[src/sv/dwrs_pkg.sv]
// Package for the demand weighted refill scheduler.
// Word types, function and status codes, sequencer states, ALU ops.
// No dependencies.
`default_nettype none

package dwrs_pkg;

    localparam int KEY_W   = 11;
    localparam int SCORE_W = 32;
    localparam int COUNT_W = 8;
    localparam int LIMIT_W = 8;
    localparam int APB_DW  = 32;
    localparam int APB_AW  = 3;

    localparam logic [APB_AW-3:0] REG_STOCK_LIMIT = 1'b0;

    typedef enum logic [1:0] {
        FN_TAKE    = 2'd0,
        FN_QUERY   = 2'd1,
        FN_PICK    = 2'd2,
        FN_DEPOSIT = 2'd3
    } t_func;

    typedef enum logic [1:0] {
        ST_OK      = 2'd0,
        ST_UNKNOWN = 2'd1,
        ST_FULL    = 2'd2
    } t_status;

    typedef enum logic [2:0] {
        S_IDLE,
        S_READ,
        S_EXEC,
        S_FINISH,
        S_OUT
    } t_state;

    typedef enum logic [1:0] {
        ALU_DEC,
        ALU_ADD_SAT,
        ALU_LT
    } t_alu_op;

    typedef struct packed {
        t_func              func;
        logic [KEY_W-1:0]   size_key;
    } t_in_word;

    typedef struct packed {
        logic               hit;
        logic               created;
        t_status            status;
        logic [COUNT_W-1:0] stock_count;
        logic               pick_valid;
        logic [KEY_W-1:0]   pick_size;
    } t_out_word;

    typedef struct packed {
        logic key;
        logic score;
        logic stock;
    } t_tbl_we;

endpackage

`default_nettype wire

[src/sv/dwrs_alu.sv]
// Shared 32-bit arithmetic unit: saturating decrement, saturating add, less-than.
// Depends on dwrs_pkg.
`default_nettype none

module dwrs_alu (
    input  wire dwrs_pkg::t_alu_op           i_op,
    input  wire [dwrs_pkg::SCORE_W-1:0]      i_a,
    input  wire [dwrs_pkg::SCORE_W-1:0]      i_b,
    output logic [dwrs_pkg::SCORE_W-1:0]     o_res,
    output logic                             o_flag
);

    logic [dwrs_pkg::SCORE_W-1:0] w_b_eff;
    logic                         w_cin;
    logic [dwrs_pkg::SCORE_W:0]   w_sum;

    always_comb begin
        case (i_op)
            dwrs_pkg::ALU_DEC: begin
                w_b_eff = (i_a != '0) ? '1 : '0;
                w_cin   = 1'b0;
            end
            dwrs_pkg::ALU_ADD_SAT: begin
                w_b_eff = i_b;
                w_cin   = 1'b0;
            end
            dwrs_pkg::ALU_LT: begin
                w_b_eff = ~i_b;
                w_cin   = 1'b1;
            end
            default: begin
                w_b_eff = i_b;
                w_cin   = 1'b0;
            end
        endcase
    end

    assign w_sum = {1'b0, i_a} + {1'b0, w_b_eff} + {{dwrs_pkg::SCORE_W{1'b0}}, w_cin};

    always_comb begin
        o_res  = w_sum[dwrs_pkg::SCORE_W-1:0];
        o_flag = 1'b0;
        case (i_op)
            dwrs_pkg::ALU_ADD_SAT: begin
                if (w_sum[dwrs_pkg::SCORE_W]) begin
                    o_res = '1;
                end
            end
            dwrs_pkg::ALU_LT: begin
                // no carry out of a - b means a < b
                o_flag = ~w_sum[dwrs_pkg::SCORE_W];
            end
            default: begin
                o_flag = 1'b0;
            end
        endcase
    end

endmodule

`default_nettype wire

[src/sv/dwrs_table.sv]
// Pool table memories: key, score and stock, one write and one read port.
// Depends on dwrs_pkg.
`default_nettype none

module dwrs_table #(
    parameter int MAX_POOLS  = 8,
    parameter int STOCK_BITS = 8
) (
    input  wire                                               i_clk,
    input  wire [((MAX_POOLS > 1) ? $clog2(MAX_POOLS) : 1)-1:0] i_rd_addr,
    input  wire [((MAX_POOLS > 1) ? $clog2(MAX_POOLS) : 1)-1:0] i_wr_addr,
    input  wire dwrs_pkg::t_tbl_we                            i_we,
    input  wire [dwrs_pkg::KEY_W-1:0]                         i_wr_key,
    input  wire [dwrs_pkg::SCORE_W-1:0]                       i_wr_score,
    input  wire [STOCK_BITS-1:0]                              i_wr_stock,
    output logic [dwrs_pkg::KEY_W-1:0]                        o_rd_key,
    output logic [dwrs_pkg::SCORE_W-1:0]                      o_rd_score,
    output logic [STOCK_BITS-1:0]                             o_rd_stock
);

    logic [dwrs_pkg::KEY_W-1:0]   mem_key   [MAX_POOLS];
    logic [dwrs_pkg::SCORE_W-1:0] mem_score [MAX_POOLS];
    logic [STOCK_BITS-1:0]        mem_stock [MAX_POOLS];

    always_ff @(posedge i_clk) begin
        if (i_we.key) begin
            mem_key[i_wr_addr] <= i_wr_key;
        end
        if (i_we.score) begin
            mem_score[i_wr_addr] <= i_wr_score;
        end
        if (i_we.stock) begin
            mem_stock[i_wr_addr] <= i_wr_stock;
        end
    end

    always_ff @(posedge i_clk) begin
        o_rd_key   <= mem_key[i_rd_addr];
        o_rd_score <= mem_score[i_rd_addr];
        o_rd_stock <= mem_stock[i_rd_addr];
    end

endmodule

`default_nettype wire

[src/sv/dwrs_seq.sv]
// Sequencer: walks the valid table entries one per read/exec pair, drives the
// shared ALU and table writes, and collects the result word. Depends on dwrs_pkg.
`default_nettype none

module dwrs_seq #(
    parameter int MAX_POOLS  = 8,
    parameter int STOCK_BITS = 8
) (
    input  wire                                               i_clk,
    input  wire                                               i_rst_n,
    input  wire                                               i_start,
    input  wire dwrs_pkg::t_in_word                           i_in_word,
    input  wire [dwrs_pkg::LIMIT_W-1:0]                       i_stock_limit,
    input  wire                                               i_out_free,
    output logic                                              o_busy,
    output logic                                              o_done,
    output dwrs_pkg::t_out_word                               o_result,
    output logic [((MAX_POOLS > 1) ? $clog2(MAX_POOLS) : 1)-1:0] o_rd_addr,
    output logic [((MAX_POOLS > 1) ? $clog2(MAX_POOLS) : 1)-1:0] o_wr_addr,
    output dwrs_pkg::t_tbl_we                                 o_we,
    output logic [dwrs_pkg::KEY_W-1:0]                        o_wr_key,
    output logic [dwrs_pkg::SCORE_W-1:0]                      o_wr_score,
    output logic [STOCK_BITS-1:0]                             o_wr_stock,
    input  wire [dwrs_pkg::KEY_W-1:0]                         i_rd_key,
    input  wire [dwrs_pkg::SCORE_W-1:0]                       i_rd_score,
    input  wire [STOCK_BITS-1:0]                              i_rd_stock,
    output dwrs_pkg::t_alu_op                                 o_alu_op,
    output logic [dwrs_pkg::SCORE_W-1:0]                      o_alu_a,
    output logic [dwrs_pkg::SCORE_W-1:0]                      o_alu_b,
    input  wire [dwrs_pkg::SCORE_W-1:0]                       i_alu_res,
    input  wire                                               i_alu_flag
);

    localparam int IDX_W = (MAX_POOLS > 1) ? $clog2(MAX_POOLS) : 1;
    localparam int CNT_W = $clog2(MAX_POOLS + 1);
    localparam int RPT_W = (STOCK_BITS > dwrs_pkg::COUNT_W) ? STOCK_BITS : dwrs_pkg::COUNT_W;

    dwrs_pkg::t_state  r_state, n_state;
    dwrs_pkg::t_func   r_func, n_func;
    dwrs_pkg::t_status r_status, n_status;
    logic [dwrs_pkg::KEY_W-1:0]   r_key, n_key;
    logic [CNT_W-1:0]             r_idx, n_idx;
    logic [CNT_W-1:0]             r_total, n_total;
    logic                         r_found, n_found;
    logic                         r_hit, n_hit;
    logic                         r_created, n_created;
    logic [dwrs_pkg::COUNT_W-1:0] r_count, n_count;
    logic [dwrs_pkg::SCORE_W-1:0] r_best, n_best;
    logic                         r_pick_valid, n_pick_valid;
    logic [dwrs_pkg::KEY_W-1:0]   r_pick_key, n_pick_key;

    logic                  w_match, w_first, w_score_nz, w_stock_nz, w_last, w_stop;
    logic                  w_full, w_below;
    logic [CNT_W-1:0]      w_idx_inc, w_addend;
    logic [STOCK_BITS-1:0] w_stock_dec, w_stock_inc;

    function automatic logic [dwrs_pkg::COUNT_W-1:0] f_report(input logic [STOCK_BITS-1:0] v);
        logic [RPT_W-1:0] ext;
        begin
            ext = RPT_W'(v);
            if (ext > RPT_W'(255)) begin
                f_report = '1;
            end else begin
                f_report = ext[dwrs_pkg::COUNT_W-1:0];
            end
        end
    endfunction

    assign w_match     = (i_rd_key == r_key);
    assign w_first     = w_match && !r_found;
    assign w_score_nz  = (i_rd_score != '0);
    assign w_stock_nz  = (i_rd_stock != '0);
    assign w_idx_inc   = r_idx + CNT_W'(1);
    assign w_last      = (w_idx_inc == r_total);
    assign w_stop      = w_last || (w_match &&
                         (r_func == dwrs_pkg::FN_QUERY || r_func == dwrs_pkg::FN_DEPOSIT));
    assign w_full      = (r_total == CNT_W'(MAX_POOLS));
    assign w_below     = (RPT_W'(i_rd_stock) < RPT_W'(i_stock_limit));
    // aging and boost folded: s - 1 + n when s is nonzero, else 0 + n
    assign w_addend    = r_total - CNT_W'(w_score_nz);
    assign w_stock_dec = w_stock_nz ? (i_rd_stock - STOCK_BITS'(1)) : i_rd_stock;
    assign w_stock_inc = (i_rd_stock == '1) ? i_rd_stock : (i_rd_stock + STOCK_BITS'(1));

    // next state
    always_comb begin
        n_state = r_state;
        case (r_state)
            dwrs_pkg::S_IDLE: begin
                if (i_start) begin
                    n_state = (r_total == '0) ? dwrs_pkg::S_FINISH : dwrs_pkg::S_READ;
                end
            end
            dwrs_pkg::S_READ: begin
                n_state = dwrs_pkg::S_EXEC;
            end
            dwrs_pkg::S_EXEC: begin
                n_state = w_stop ? dwrs_pkg::S_FINISH : dwrs_pkg::S_READ;
            end
            dwrs_pkg::S_FINISH: begin
                n_state = dwrs_pkg::S_OUT;
            end
            dwrs_pkg::S_OUT: begin
                if (i_out_free) begin
                    n_state = dwrs_pkg::S_IDLE;
                end
            end
            default: begin
                n_state = dwrs_pkg::S_IDLE;
            end
        endcase
    end

    // outputs: table access, ALU control, handoff
    always_comb begin
        o_busy     = (r_state != dwrs_pkg::S_IDLE);
        o_done     = 1'b0;
        o_rd_addr  = r_idx[IDX_W-1:0];
        o_wr_addr  = r_idx[IDX_W-1:0];
        o_we       = '0;
        o_wr_key   = r_key;
        o_wr_score = i_alu_res;
        o_wr_stock = i_rd_stock;
        o_alu_op   = dwrs_pkg::ALU_DEC;
        o_alu_a    = i_rd_score;
        o_alu_b    = '0;
        case (r_state)
            dwrs_pkg::S_EXEC: begin
                case (r_func)
                    dwrs_pkg::FN_TAKE: begin
                        o_we.score = 1'b1;
                        if (w_first) begin
                            o_alu_op   = dwrs_pkg::ALU_ADD_SAT;
                            o_alu_b    = dwrs_pkg::SCORE_W'(w_addend);
                            o_we.stock = 1'b1;
                            o_wr_stock = w_stock_dec;
                        end
                    end
                    dwrs_pkg::FN_DEPOSIT: begin
                        if (w_match) begin
                            o_we.stock = 1'b1;
                            o_wr_stock = w_stock_inc;
                        end
                    end
                    dwrs_pkg::FN_PICK: begin
                        o_alu_op = dwrs_pkg::ALU_LT;
                        o_alu_a  = r_best;
                        o_alu_b  = i_rd_score;
                    end
                    default: begin
                        o_we = '0;
                    end
                endcase
            end
            dwrs_pkg::S_FINISH: begin
                if (r_func == dwrs_pkg::FN_TAKE && !r_found && !w_full) begin
                    o_we       = '1;
                    o_wr_addr  = r_total[IDX_W-1:0];
                    o_wr_score = dwrs_pkg::SCORE_W'(1);
                    o_wr_stock = '0;
                end
            end
            dwrs_pkg::S_OUT: begin
                o_done = i_out_free;
            end
            default: begin
                o_done = 1'b0;
            end
        endcase
    end

    // datapath register updates
    always_comb begin
        n_func       = r_func;
        n_key        = r_key;
        n_idx        = r_idx;
        n_total      = r_total;
        n_found      = r_found;
        n_hit        = r_hit;
        n_created    = r_created;
        n_status     = r_status;
        n_count      = r_count;
        n_best       = r_best;
        n_pick_valid = r_pick_valid;
        n_pick_key   = r_pick_key;
        case (r_state)
            dwrs_pkg::S_IDLE: begin
                if (i_start) begin
                    n_func       = i_in_word.func;
                    n_key        = i_in_word.size_key;
                    n_idx        = '0;
                    n_found      = 1'b0;
                    n_hit        = 1'b0;
                    n_created    = 1'b0;
                    n_status     = dwrs_pkg::ST_OK;
                    n_count      = '0;
                    n_best       = '0;
                    n_pick_valid = 1'b0;
                    n_pick_key   = '0;
                end
            end
            dwrs_pkg::S_EXEC: begin
                n_idx = w_idx_inc;
                case (r_func)
                    dwrs_pkg::FN_TAKE: begin
                        if (w_first) begin
                            n_found = 1'b1;
                            n_hit   = w_stock_nz;
                            n_count = f_report(w_stock_dec);
                        end
                    end
                    dwrs_pkg::FN_QUERY: begin
                        if (w_match) begin
                            n_found = 1'b1;
                            n_count = f_report(i_rd_stock);
                        end
                    end
                    dwrs_pkg::FN_DEPOSIT: begin
                        if (w_match) begin
                            n_found = 1'b1;
                            n_count = f_report(w_stock_inc);
                        end
                    end
                    dwrs_pkg::FN_PICK: begin
                        if (i_alu_flag && w_below) begin
                            n_best       = i_rd_score;
                            n_pick_valid = 1'b1;
                            n_pick_key   = i_rd_key;
                            n_count      = f_report(i_rd_stock);
                        end
                    end
                    default: begin
                        n_found = r_found;
                    end
                endcase
            end
            dwrs_pkg::S_FINISH: begin
                if (!r_found) begin
                    if (r_func == dwrs_pkg::FN_TAKE) begin
                        if (w_full) begin
                            n_status = dwrs_pkg::ST_FULL;
                        end else begin
                            n_created = 1'b1;
                            n_total   = r_total + CNT_W'(1);
                        end
                    end else if (r_func == dwrs_pkg::FN_QUERY ||
                                 r_func == dwrs_pkg::FN_DEPOSIT) begin
                        n_status = dwrs_pkg::ST_UNKNOWN;
                    end
                end
            end
            default: begin
                n_idx = r_idx;
            end
        endcase
    end

    always_ff @(posedge i_clk) begin
        if (!i_rst_n) begin
            r_state <= dwrs_pkg::S_IDLE;
            r_total <= '0;
        end else begin
            r_state <= n_state;
            r_total <= n_total;
        end
    end

    always_ff @(posedge i_clk) begin
        r_func       <= n_func;
        r_key        <= n_key;
        r_idx        <= n_idx;
        r_found      <= n_found;
        r_hit        <= n_hit;
        r_created    <= n_created;
        r_status     <= n_status;
        r_count      <= n_count;
        r_best       <= n_best;
        r_pick_valid <= n_pick_valid;
        r_pick_key   <= n_pick_key;
    end

    assign o_result = '{
        hit:         r_hit,
        created:     r_created,
        status:      r_status,
        stock_count: r_count,
        pick_valid:  r_pick_valid,
        pick_size:   r_pick_key
    };

    a_total_bound: assert property (@(posedge i_clk) disable iff (!i_rst_n)
        r_total <= CNT_W'(MAX_POOLS))
        else $error("entry count above table size");

    a_scan_in_range: assert property (@(posedge i_clk) disable iff (!i_rst_n)
        (r_state == dwrs_pkg::S_READ || r_state == dwrs_pkg::S_EXEC) |-> r_idx < r_total)
        else $error("scan index past last entry");

    a_created_ok: assert property (@(posedge i_clk) disable iff (!i_rst_n)
        (r_state == dwrs_pkg::S_OUT && r_created) |->
        (r_func == dwrs_pkg::FN_TAKE && r_status == dwrs_pkg::ST_OK && !r_hit))
        else $error("created flag on wrong result");

    a_pick_no_write: assert property (@(posedge i_clk) disable iff (!i_rst_n)
        (r_state == dwrs_pkg::S_EXEC && r_func == dwrs_pkg::FN_PICK) |-> o_we == '0)
        else $error("pick wrote the table");

    a_out_hold: assert property (@(posedge i_clk) disable iff (!i_rst_n)
        (r_state == dwrs_pkg::S_OUT && !i_out_free) |=> r_state == dwrs_pkg::S_OUT)
        else $error("result dropped while output full");

endmodule

`default_nettype wire

[src/sv/demand_weighted_refill_scheduler_top.sv]
// Demand weighted refill scheduler, top level.
// Input word: func and size_key; output word: hit, created, status,
// stock_count, pick_valid, pick_size. Both channels use valid/stall; a word
// moves on a rising edge with valid high and stall low.
// stock_limit is written over the APB port at byte address 0 (the user must
// do so only while idle; the block itself does no check). One word is worked
// at a time; o_in_stall is high from acceptance until the result is handed to
// the output register. A sequencer scans the valid table entries through one
// memory read port and a shared 32-bit ALU, with a read state and an exec state
// per entry. Take and pick scan all N entries; query and deposit stop at the
// matching entry. The next word is taken the cycle after the result is loaded.
// The output register holds one finished word; while the receiver stalls a
// second result waits in the sequencer and no new word is accepted.
// Reset empties the table, clears stock_limit (picks select nothing) and the
// output register; no clearing pass is needed.
// Depends on dwrs_pkg, dwrs_seq, dwrs_table, dwrs_alu.
`default_nettype none

module demand_weighted_refill_scheduler_top #(
    parameter int MAX_POOLS  = 8,
    parameter int STOCK_BITS = 8
) (
    input  wire                               i_clk,
    input  wire                               i_rst_n,
    input  wire                               i_in_valid,
    output logic                              o_in_stall,
    input  wire dwrs_pkg::t_in_word           i_in_word,
    output logic                              o_out_valid,
    input  wire                               i_out_stall,
    output dwrs_pkg::t_out_word               o_out_word,
    input  wire                               psel,
    input  wire                               penable,
    input  wire                               pwrite,
    input  wire [dwrs_pkg::APB_AW-1:0]        paddr,
    input  wire [dwrs_pkg::APB_DW-1:0]        pwdata,
    output logic [dwrs_pkg::APB_DW-1:0]       prdata,
    output logic                              pready
);

    localparam int IDX_W = (MAX_POOLS > 1) ? $clog2(MAX_POOLS) : 1;

    logic [dwrs_pkg::LIMIT_W-1:0] r_stock_limit;
    logic                         r_out_valid;
    dwrs_pkg::t_out_word          r_out_word;

    logic                         w_start, w_busy, w_done, w_out_free, w_reg_sel;
    dwrs_pkg::t_out_word          w_result;
    logic [IDX_W-1:0]             w_rd_addr, w_wr_addr;
    dwrs_pkg::t_tbl_we            w_we;
    logic [dwrs_pkg::KEY_W-1:0]   w_wr_key, w_rd_key;
    logic [dwrs_pkg::SCORE_W-1:0] w_wr_score, w_rd_score;
    logic [STOCK_BITS-1:0]        w_wr_stock, w_rd_stock;
    dwrs_pkg::t_alu_op            w_alu_op;
    logic [dwrs_pkg::SCORE_W-1:0] w_alu_a, w_alu_b, w_alu_res;
    logic                         w_alu_flag;

    assign o_in_stall = w_busy;
    assign w_start    = i_in_valid && !w_busy;
    assign w_out_free = !r_out_valid || !i_out_stall;
    assign w_reg_sel  = (paddr[dwrs_pkg::APB_AW-1:2] == dwrs_pkg::REG_STOCK_LIMIT);

    assign pready = 1'b1;
    assign prdata = w_reg_sel ? dwrs_pkg::APB_DW'(r_stock_limit) : '0;

    always_ff @(posedge i_clk) begin
        if (!i_rst_n) begin
            r_stock_limit <= '0;
        end else if (psel && penable && pwrite && pready && w_reg_sel) begin
            r_stock_limit <= pwdata[dwrs_pkg::LIMIT_W-1:0];
        end
    end

    always_ff @(posedge i_clk) begin
        if (!i_rst_n) begin
            r_out_valid <= 1'b0;
        end else if (w_done) begin
            r_out_valid <= 1'b1;
        end else if (!i_out_stall) begin
            r_out_valid <= 1'b0;
        end
    end

    always_ff @(posedge i_clk) begin
        if (w_done) begin
            r_out_word <= w_result;
        end
    end

    assign o_out_valid = r_out_valid;
    assign o_out_word  = r_out_word;

    dwrs_seq #(
        .MAX_POOLS  (MAX_POOLS),
        .STOCK_BITS (STOCK_BITS)
    ) u_seq (
        .i_clk         (i_clk),
        .i_rst_n       (i_rst_n),
        .i_start       (w_start),
        .i_in_word     (i_in_word),
        .i_stock_limit (r_stock_limit),
        .i_out_free    (w_out_free),
        .o_busy        (w_busy),
        .o_done        (w_done),
        .o_result      (w_result),
        .o_rd_addr     (w_rd_addr),
        .o_wr_addr     (w_wr_addr),
        .o_we          (w_we),
        .o_wr_key      (w_wr_key),
        .o_wr_score    (w_wr_score),
        .o_wr_stock    (w_wr_stock),
        .i_rd_key      (w_rd_key),
        .i_rd_score    (w_rd_score),
        .i_rd_stock    (w_rd_stock),
        .o_alu_op      (w_alu_op),
        .o_alu_a       (w_alu_a),
        .o_alu_b       (w_alu_b),
        .i_alu_res     (w_alu_res),
        .i_alu_flag    (w_alu_flag)
    );

    dwrs_table #(
        .MAX_POOLS  (MAX_POOLS),
        .STOCK_BITS (STOCK_BITS)
    ) u_table (
        .i_clk      (i_clk),
        .i_rd_addr  (w_rd_addr),
        .i_wr_addr  (w_wr_addr),
        .i_we       (w_we),
        .i_wr_key   (w_wr_key),
        .i_wr_score (w_wr_score),
        .i_wr_stock (w_wr_stock),
        .o_rd_key   (w_rd_key),
        .o_rd_score (w_rd_score),
        .o_rd_stock (w_rd_stock)
    );

    dwrs_alu u_alu (
        .i_op   (w_alu_op),
        .i_a    (w_alu_a),
        .i_b    (w_alu_b),
        .o_res  (w_alu_res),
        .o_flag (w_alu_flag)
    );

endmodule

`default_nettype wire

[config.mk]
export PLATFORM = sky130hd
export DESIGN_NAME = demand_weighted_refill_scheduler_top
export DESIGN_NICKNAME = d
export VERILOG_FILES = /design/src/sv/dwrs_pkg.sv /design/src/sv/dwrs_alu.sv /design/src/sv/dwrs_table.sv /design/src/sv/dwrs_seq.sv /design/src/sv/demand_weighted_refill_scheduler_top.sv
export SDC_FILE = /design/constraint.sdc
export NUM_CORES = 1
export LEC_CHECK = 0
export BUFFER_PORTS_ARGS = -buffer_cell sky130_fd_sc_hd__buf_2
export CORE_UTILIZATION = 50
export CTS_CLUSTER_SIZE = 8
export DETAILED_ROUTE_END_ITERATION = 8
export GPL_ROUTABILITY_DRIVEN = 0
export PLACE_DENSITY = 0.64
export SYNTH_ARGS = -nofsm -noshare
export SYNTH_HDL_FRONTEND = slang
export SYNTH_SLANG_ARGS = --single-unit
[constraint.sdc]
create_clock -name i_clk -period 8.4 [get_ports i_clk]
set_input_delay 0.84 -clock i_clk [delete_from_list [all_inputs] [get_ports i_clk]]
set_output_delay 0.84 -clock i_clk [all_outputs]
set_load 0.01 [all_outputs]
==> impl_metrics.env <==
export IMPL_outcome="finished, final reports clean"
export IMPL_seqCellArea_um2=16540
export IMPL_cellPowerDensity_nw_per_um2=287.6
export IMPL_ys_flop_type="edfxtp_1"
export IMPL_whs_ps=390.0
export IMPL_synth_avg_cell_area_um2=15.54
export IMPL_cts_max_level=3
export IMPL_cts_path_max_buffers=3
export IMPL_reg2reg_to="u_seq.r_best[12]"
export IMPL_clock_sinks=573
export IMPL_max_freq_mhz=126.5
export IMPL_synth_distinct_cells=66
export IMPL_clockRootBuffer="clkbuf_16"
export IMPL_final_nets=1816
export IMPL_cts_setup_buffers=0
export IMPL_netSwitchingFraction_pct=27.15
export IMPL_worstMarginPinSlew_ps=1053
export IMPL_grt_pass1_wl_um=84190
export IMPL_pwr_share_clk_pct=37.5
export IMPL_maxCapViolCount=0
export IMPL_grt_usage_pct=22.04
export IMPL_hold_viol=0
export IMPL_dieArea_um2=51240
export IMPL_startpoint_type="flop"
export IMPL_hold_path_startpoint="i_in_word[6]"
export IMPL_finalMaxSlewViolations=0
export IMPL_hold_path_depth=1
export IMPL_final_util_pct=58.32
export IMPL_cp_data_arrival_time_ps=8140
export IMPL_async_flop_share_pct=0
export IMPL_firstDrtPassIters=7
export IMPL_period_share_pct=94.09
export IMPL_power_frac_comb_pct=18.0
export IMPL_cp_max_fo=32
export IMPL_start_util_pct=51.10
export IMPL_vias=14150
export IMPL_overflow=0
export IMPL_ir_drop_uv=261.7
export IMPL_timing_slew_headroom_pct=29.46
export IMPL_area_growth_pct=14.14
export IMPL_core_area_um2=49250
export IMPL_dieWidth_um=226.4
export IMPL_hold_buffers=0
export IMPL_multi_input_area_um2=8127
export IMPL_drt_iter0_markers=1108
export IMPL_cts_tree="yes"
export IMPL_r2r_setup_slack_ps=500
export IMPL_rows=81
export IMPL_critPathCaptureType="flop"
export IMPL_clk_latency_ps=640
export IMPL_skew_ps=37.13
export IMPL_regToRegStartpoint="u_seq.r_func[0]"
export IMPL_critPathKind="flop to flop"
export IMPL_syn_inst=1620
export IMPL_layout_drive_gt1_share_pct=22.68
export IMPL_mostFrequentLayoutCell="edfxtp_1"
export IMPL_grt_pass1_vias=14280
export IMPL_synth_top_area_cell="edfxtp_1"
export IMPL_num_io_pins=114
export IMPL_ant_nets=0
export IMPL_seq_area_frac_synth_pct=65.70
export IMPL_grt_max_degree=55
export IMPL_vias_per_cell=5.798
export IMPL_crit_required_ps=8640
export IMPL_num_antenna_cells=0
export IMPL_cellLeakagePower_nw=9.783
export IMPL_yosysTopAreaCellShare_pct=60.37
export IMPL_wire_per_inst_um=22.45
export IMPL_fillers=3886
export IMPL_ctsResizeCount=0
export IMPL_die_height_um=226.4
export IMPL_p_switching_mw=2.243
export IMPL_dp_hpwl_um=32720
export IMPL_synth_edf_count=506
export IMPL_min_to="u_seq.o_wr_key[6]"
export IMPL_internal_power_mw=6.018
export IMPL_place_area_um2=26230
export IMPL_wl_um=54800
export IMPL_netlist_area_um2=25170
export IMPL_period_minus_slack_ps=7903
export IMPL_synth_seq_cells=573
export IMPL_power_mw=8.261
export IMPL_setup_viol=0
export IMPL_yosys_warnings=0
export IMPL_p_seq_share_pct=44.6
export IMPL_min_path_type="input port to flop"
export IMPL_clk_pin_slew_worst_paths_ps=50
export IMPL_rsz0062_at_grt="no"
export IMPL_most_common_layout_cells="506 x edfxtp_1, 102 x mux4_2, 84 x mux2_2, 83 x clkbuf_16, 81 x a21oi_1"
export IMPL_synthTopCellsByArea="edfxtp_1 60%, mux4_2 9.1%, dfxtp_1 5.3%"
export IMPL_io_buffers=62
export IMPL_antenna_found_initial=1
export IMPL_numCtsBuffers=82
export IMPL_drc=0
export IMPL_final_cell_area_um2=28730
export IMPL_reg2regPathDepth=22
export IMPL_tns_ps=0
-- synth_stat cells, types with 7 or more instances --
cell      number
a21o_1        49
a21oi_1       83
a22oi_1        7
a31oi_1        8
and3_1        54
buf_1         10
buf_4         25
clkbuf_1      74
dfxtp_1       67
edfxtp_1     506
ha_1          50
inv_1         29
mux2_2        84
mux4_2       102
nand2_1       70
nand2b_1       9
nand3_1       23
nand4_1       15
nor2_1        79
nor2b_1        7
nor3_1        10
nor4_1        18
o21ai_0       49
xnor2_1       72
xor2_1        20
-- flip-flops by register name, indices dropped and copies added (netlist names), 11 cells and up --
name / count
u_table.mem_score: 256
u_table.mem_key: 88
u_table.mem_stock: 64
u_seq.r_best: 32
u_table.o_rd_score: 32
o_out_word: 24
u_seq.o_wr_key: 11
u_seq.r_pick_key: 11
u_table.o_rd_key: 11
-- metrics by stage --
step	worst slack, ps	instances
after floorplan	686.9	1643
after global placement	710.2	2289
after detailed placement	630.7	2289
after CTS	600.9	2441
after global routing	187.9	2441
final	496.7	2441
-- worst max path at each step --
stage                             endpoint  depth (start not counted)            start
after floorplan            u_seq.r_best[0]                         24  u_seq.r_func[0]
after global placement    u_seq.r_best[29]                         22  u_seq.r_func[0]
after detailed placement   u_seq.r_best[9]                         22  u_seq.r_func[0]
after CTS                 u_seq.r_best[13]                         22  u_seq.r_func[0]
after global routing      u_seq.r_best[31]                         22  u_seq.r_func[0]
final                     u_seq.r_best[12]                         22  u_seq.r_func[0]
-- final cells by class --
cell class	instances	area share, %
sequential	573	57.56
inverter	30	0.3920
clock inverter	8	0.6533
timing repair buffer	101	2.186
tap	664	2.892
clock buffer	144	8.027
multi-input combinational	921	28.29
-- cell families (layout without fill, tap and decap cells) --
kind of cell / after synthesis / count (layout) / share of synthesized area, %
buf+inv: 149 / 283 / 2.794
xor+xnor: 92 / 92 / 3.201
simple gates: 312 / 312 / 6.333
other cells: 2 / 25 / 0.02984
mux: 188 / 188 / 12.96
fa+ha+maj: 52 / 52 / 2.645
flops: 573 / 573 / 65.70
compound gates: 252 / 252 / 6.333
-- worst max-delay path, cell delays in order, from the launching register on --
cell and delay, ps:
edfxtp_1 420, inv_1 100, ha_1 370, and3_2 670, buf_12 260, mux2_2 400, nor4_1 370, nand4_1 260
nor4_4 420, nor2_2 270, buf_4 250, a21o_1 160, ha_1 370, a21o_1 210, a21o_1 200, a21o_1 200
a2bb2oi_1 150, o31ai_1 120, or4b_1 540, a31oi_1 520, or4b_1 580, a21oi_4 180, buf_4 450
-- power by group through the flow --
stage	Clock (mW)	Sequential, mW	Combinational [mW]
2_1_floorplan	0	3.66	1.11
3_3_place_gp	0	3.72	1.44
3_5_place_dp	0	3.73	1.48
4_1_cts	3.16	3.68	1.49
5_1_grt	3.28	3.69	1.64
6_report	3.10	3.68	1.48
-- routing by layer --
layer | wire length, um | up-vias | share of wire (%) | global-route usage [%]
li1 | - | 6454 | - | -
met1 | 24810 | 7257 | 45 | 30.24
met2 | 26610 | 338 | 49 | 35.94
met3 | 2060 | 103 | 3.8 | 3.602
met4 | 1302 | 2 | 2.4 | 7.214
met5 | 13 | - | 0.024 | 0
(Power assumes the default switching activity.)
